[config.mk]
export PLATFORM = sky130hd
export DESIGN_NAME = pib_ctrl
export DESIGN_NICKNAME = d
export VERILOG_FILES = /design/src/rtl/core/pib_pkg.sv /design/src/rtl/core/pib_ctrl.sv
export SDC_FILE = /design/constraint.sdc
export NUM_CORES = 1
export LEC_CHECK = 0
export BUFFER_PORTS_ARGS = -buffer_cell sky130_fd_sc_hd__buf_2
export CAP_MARGIN = 0
export CORE_UTILIZATION = 50
export DETAILED_ROUTE_END_ITERATION = 16
export PLACE_DENSITY = 0.83
export SLEW_MARGIN = 25
export SYNTH_ARGS = -nofsm -noshare
export SYNTH_HDL_FRONTEND = slang
export SYNTH_SLANG_ARGS = --single-unit
export TNS_END_PERCENT = 20
[constraint.sdc]
create_clock -name aclk -period 2.8 [get_ports aclk]
set_input_delay 0.14 -clock aclk [delete_from_list [all_inputs] [get_ports aclk]]
set_output_delay 0.14 -clock aclk [all_outputs]
set_load 0.02 [all_outputs]
[src/rtl/core/pib_pkg.sv]
package pib_pkg;

    localparam int MAX_BINS     = 1024;
    localparam int IDX_W        = 10;
    localparam int CNT_W        = 11;
    localparam int Q_W          = 11;
    localparam int TIME_W       = 48;
    localparam int WORD_W       = 16;
    localparam int OUT_DATA_W   = 224;
    localparam logic [WORD_W-1:0] SAT_WORD_LIMIT = 16'd65533;

    localparam logic [1:0] REG_OUTLIER_THRESHOLD = 2'd0;
    localparam logic [1:0] REG_BIN_START         = 2'd1;
    localparam logic [1:0] REG_BIN_WIDTH         = 2'd2;
    localparam logic [1:0] REG_BINS_IN_USE       = 2'd3;

    localparam logic OP_SAMPLE = 1'b0;
    localparam logic OP_CLEAR  = 1'b1;

    typedef enum logic [9:0] {
        S_SWEEP  = 10'b0000000001,
        S_IDLE   = 10'b0000000010,
        S_PROC   = 10'b0000000100,
        S_ADV    = 10'b0000001000,
        S_PREP   = 10'b0000010000,
        S_RANGE  = 10'b0000100000,
        S_DIV    = 10'b0001000000,
        S_LOOKUP = 10'b0010000000,
        S_UPDATE = 10'b0100000000,
        S_DONE   = 10'b1000000000
    } state_t;

    typedef struct packed {
        logic accept;
        logic sweep;
        logic proc;
        logic adv;
        logic prep;
        logic range_init;
        logic div_step;
        logic lookup;
        logic update;
        logic load_out;
    } cmd_t;

    typedef struct packed {
        logic is_clear;
        logic accepted;
        logic sweep_last;
        logic div_last;
        logic hit;
    } sts_t;

endpackage

[src/rtl/core/pib_ctrl.sv]
module pib_ctrl
    import pib_pkg::*;
(
    input  logic aclk,
    input  logic aresetn,
    input  logic s_tvalid,
    output logic s_tready,
    output logic m_tvalid,
    input  logic m_tready,
    input  sts_t sts,
    output cmd_t cmd
);

    state_t state_reg, state_next;
    logic   from_op_reg, from_op_next;
    logic   m_valid_reg, m_valid_next;

    always_comb begin
        state_next   = state_reg;
        from_op_next = from_op_reg;
        m_valid_next = m_valid_reg && !m_tready;
        cmd          = '0;
        s_tready     = 1'b0;
        case (state_reg)
            S_SWEEP: begin
                cmd.sweep = 1'b1;
                if (sts.sweep_last) begin
                    state_next = from_op_reg ? S_DONE : S_IDLE;
                end
            end
            S_IDLE: begin
                s_tready = 1'b1;
                if (s_tvalid) begin
                    cmd.accept = 1'b1;
                    if (sts.is_clear) begin
                        from_op_next = 1'b1;
                        state_next   = S_SWEEP;
                    end else begin
                        state_next = S_PROC;
                    end
                end
            end
            S_PROC: begin
                cmd.proc   = 1'b1;
                state_next = S_ADV;
            end
            S_ADV: begin
                if (sts.accepted) begin
                    cmd.adv    = 1'b1;
                    state_next = S_PREP;
                end else begin
                    state_next = S_DONE;
                end
            end
            S_PREP: begin
                cmd.prep   = 1'b1;
                state_next = S_RANGE;
            end
            S_RANGE: begin
                cmd.range_init = 1'b1;
                state_next     = S_DIV;
            end
            S_DIV: begin
                cmd.div_step = 1'b1;
                if (sts.div_last) begin
                    state_next = S_LOOKUP;
                end
            end
            S_LOOKUP: begin
                cmd.lookup = 1'b1;
                state_next = sts.hit ? S_UPDATE : S_DONE;
            end
            S_UPDATE: begin
                cmd.update = 1'b1;
                state_next = S_DONE;
            end
            S_DONE: begin
                if (!m_valid_reg || m_tready) begin
                    cmd.load_out = 1'b1;
                    m_valid_next = 1'b1;
                    from_op_next = 1'b0;
                    state_next   = S_IDLE;
                end
            end
            default: begin
                state_next = S_SWEEP;
            end
        endcase
    end

    always_ff @(posedge aclk) begin
        if (!aresetn) begin
            state_reg   <= S_SWEEP;
            from_op_reg <= 1'b0;
            m_valid_reg <= 1'b0;
        end else begin
            state_reg   <= state_next;
            from_op_reg <= from_op_next;
            m_valid_reg <= m_valid_next;
        end
    end

    assign m_tvalid = m_valid_reg;

    a_load_free: assert property (@(posedge aclk) disable iff (!aresetn)
        cmd.load_out |-> (!m_valid_reg || m_tready))
        else $error("result loaded over a waiting result");

    a_reset_sweep: assert property (@(posedge aclk)
        $rose(aresetn) |-> state_reg == S_SWEEP)
        else $error("histogram not cleared after reset");

    a_update_hit: assert property (@(posedge aclk) disable iff (!aresetn)
        (state_reg == S_LOOKUP && !sts.hit) |=> state_reg == S_DONE)
        else $error("bin updated without a hit");

endmodule

==> out/results.ini <==
[sta]
post-route-period-util = 0.804
final.setup.tns_ns = 0
fmax_mhz = 444
final-max-slew-violation-count = 0
final_critical_path_setup_slack_ns = 0.548
tightest_slew_ns = 0.605
finalSetupViolCount = 0
fin_skew_ns = 0.00405
rsz0062_at_grt = no
finalWorstPathRequiredPeriod_ns = 2.25
hold_violations = 0
headroom_to_the_max_slew_limit = 0.594

[yosys]
mappedNetlistNets = 109
largest_area_contributor_in_the_netlist = dfxtp_1
yosysWarningCount = 0
ys_async_sr_fraction = 0
yosysSeqAreaShare = 0.310
synth_top_flop_cell = dfxtp_1
syn_inst = 100
synth.distinct_cells = 34
synth.ff_latch_count = 12
synth_enable_flop_cells = 0
synth.top_cell.area_share = 0.310
mappedNetlistArea_sq_um = 776
ys_top_cells_by_area = dfxtp_1 (31%), nor3_1 (5.8%), o21ai_0 (4.5%)
synth.avg_cell_area_sq_um = 7.76

[cts]
root_buf_cell = clkbuf_4
ctsHoldBuffers = 0
cts_inserted_buffers = 3
ctsLongestPathBuffers = 2
clock_tree.htree_level_count = 1
clock_insertion_delay_worst_skew_ns = 0.28
cts_num_sinks = 12
clkTransAtPathRegs_ns = 0.07
cts_setup_buffers = 0
tritoncts = done
cts_resized = 0

[critical_path]
crit_path_cell_trace = or4_1, or2_4, nor4_4, buf_2
data_required_time_of_the_critical_path_ns = 2.66
end_kind = output port
critical-path-max-stage-delay_ns = 0.65
critPathArrivalTime_ns = 2.11
criticalPathCategory = flip-flop to output port
crit_path_start_kind = flip-flop
worstPathMaxFanout = 9
cell_type_of_the_slowest_stage_on_the_worst_timing_path = or4_1

[die]
fp-row-count = 13
floorplan.initialDensity = 0.568
die_outline_area_sq_mm = 0.00171
io_pins = 21
floorplan.core_area_sq_mm = 0.00137
die_width_um = 41.4
die_height_um = 41.4

[detailed_routing]
detail_route.wl_per_cell_um = 14.2
drcViolationCount = 0
ant_nets = 0
wirelength_um = 1910
via_count_of_the_routed_design = 821
drt-vias-per-instance = 6.13
first_pass_iters = 4
drt_iter0_drc = 38

[cells_and_area]
final_design_area_no_fill_sq_um = 911
antennaDiodeCount = 0
share_of_layout_cells_above_drive_strength_1 = 0.286
final_nets = 129
largest_reg_flops = 10
layout_commonest_cell = buf_2
areaGrowthSynthToFinish_pct = 17.4
layoutNonFillerInstCount = 134
mostFrequentLayoutCells = buf_2 (20), dfxtp_1 (12), nor3_1 (9), nor2_1 (9)

[placement]
place.port_buffers = 20
dp_slack_ns = 0.694
globalplace.congestion = 0.918
numPlacedInstances = 130
postPlaceCellArea_sq_um = 875
hpwl_um = 1470

[global_route]
grt_pass1_vias = 688
grt_antenna_before_repair = 0
globalRouteTotalUtil = 0.263
grt-ovfl-total = 0
grt_start_max_net_pins = 11
grt_pass1_wl_um = 2930

[power]
power-per-cell-area_mw_per_mm2 = 662
ir_worst_vdd_mv = 0.472
power_uw = 603
power.leakage_uw = 0.000410

[job]
max-cap-violations = 0

[outcome]
outcome = completed

[hold_path]
hold_path.class = input pin to flip-flop

-- logic make-up (layout without fill, tap and decap cells) --
family,count (synthesis),after routing,share of synthesized area
buffers and inverters,12,31,0.0597
AO/OA/AOI/OAI,17,17,0.147
AND/OR/NAND/NOR,57,57,0.460
multiplexers,1,1,0.0129
XOR/XNOR,1,1,0.0113
flip-flops,12,12,0.310
-- path summary, 6_finish.rpt --
path                             startpoint  slack [ns]  cells past startpoint                   endpoint
hold reg to reg    from_op_reg$_SDFFE_PN0P_        0.52                      2   from_op_reg$_SDFFE_PN0P_
setup / recovery  state_reg[0]$_SDFFE_PN1P_        0.55                      4                     cmd[2]
hold / removal                       sts[4]        0.05                      2  state_reg[2]$_SDFFE_PN0P_
setup reg to reg  state_reg[6]$_SDFFE_PN0P_        0.62                      4  state_reg[0]$_SDFFE_PN1P_
-- worst max-delay path: cells and delay by family, from the launching register on --
kind | cells | cell delay [ns]
buffers and inverters | 1 | 0.22
flip-flops | 1 | 0.38
AND/OR/NAND/NOR | 3 | 1.23
-- synth_stat cells, drive strengths merged (2+ instances only) --
cell type,count
nand2,4
a21oi,3
or2,2
or3b,3
clkbuf,4
nor4,6
or4b,2
dfxtp,12
nor3b,2
nand3,2
nand2b,5
nor2b,2
nor3,9
inv,7
o21ai,7
or3,2
and3,4
nor2,9
or4,3
-- metrics by stage --
stage	hold WS, ns	util
global placement	0.338	0.640
floorplan	0.216	-
finish	0.0493	0.667
detailed placement	0.345	0.640
CTS	0.0568	0.667
global route	0.0573	0.667
-- power by group --
group          internal (uW)  switching, uW
clock network           79.2           62.2
logic                   99.6            143
registers                187           32.6
total                    366            237
-- per-layer routing --
metal	share of wire	global-route usage	vias up
li1	-	-	403
met1	0.42	0.318	361
met2	0.47	0.441	49
met3	0.084	0.0585	8
met4	0.024	0.121	0
met5	0	0	-
-- cell type report --
class	count	area [sq um]
timing repair buffer	20	100
tap	15	18.8
inverter	7	26.3
multi-input combinational	76	489
clock buffer	4	36.3
fill	127	455
sequential	12	240
No activity file was read; power rests on OpenSTA's default activity.
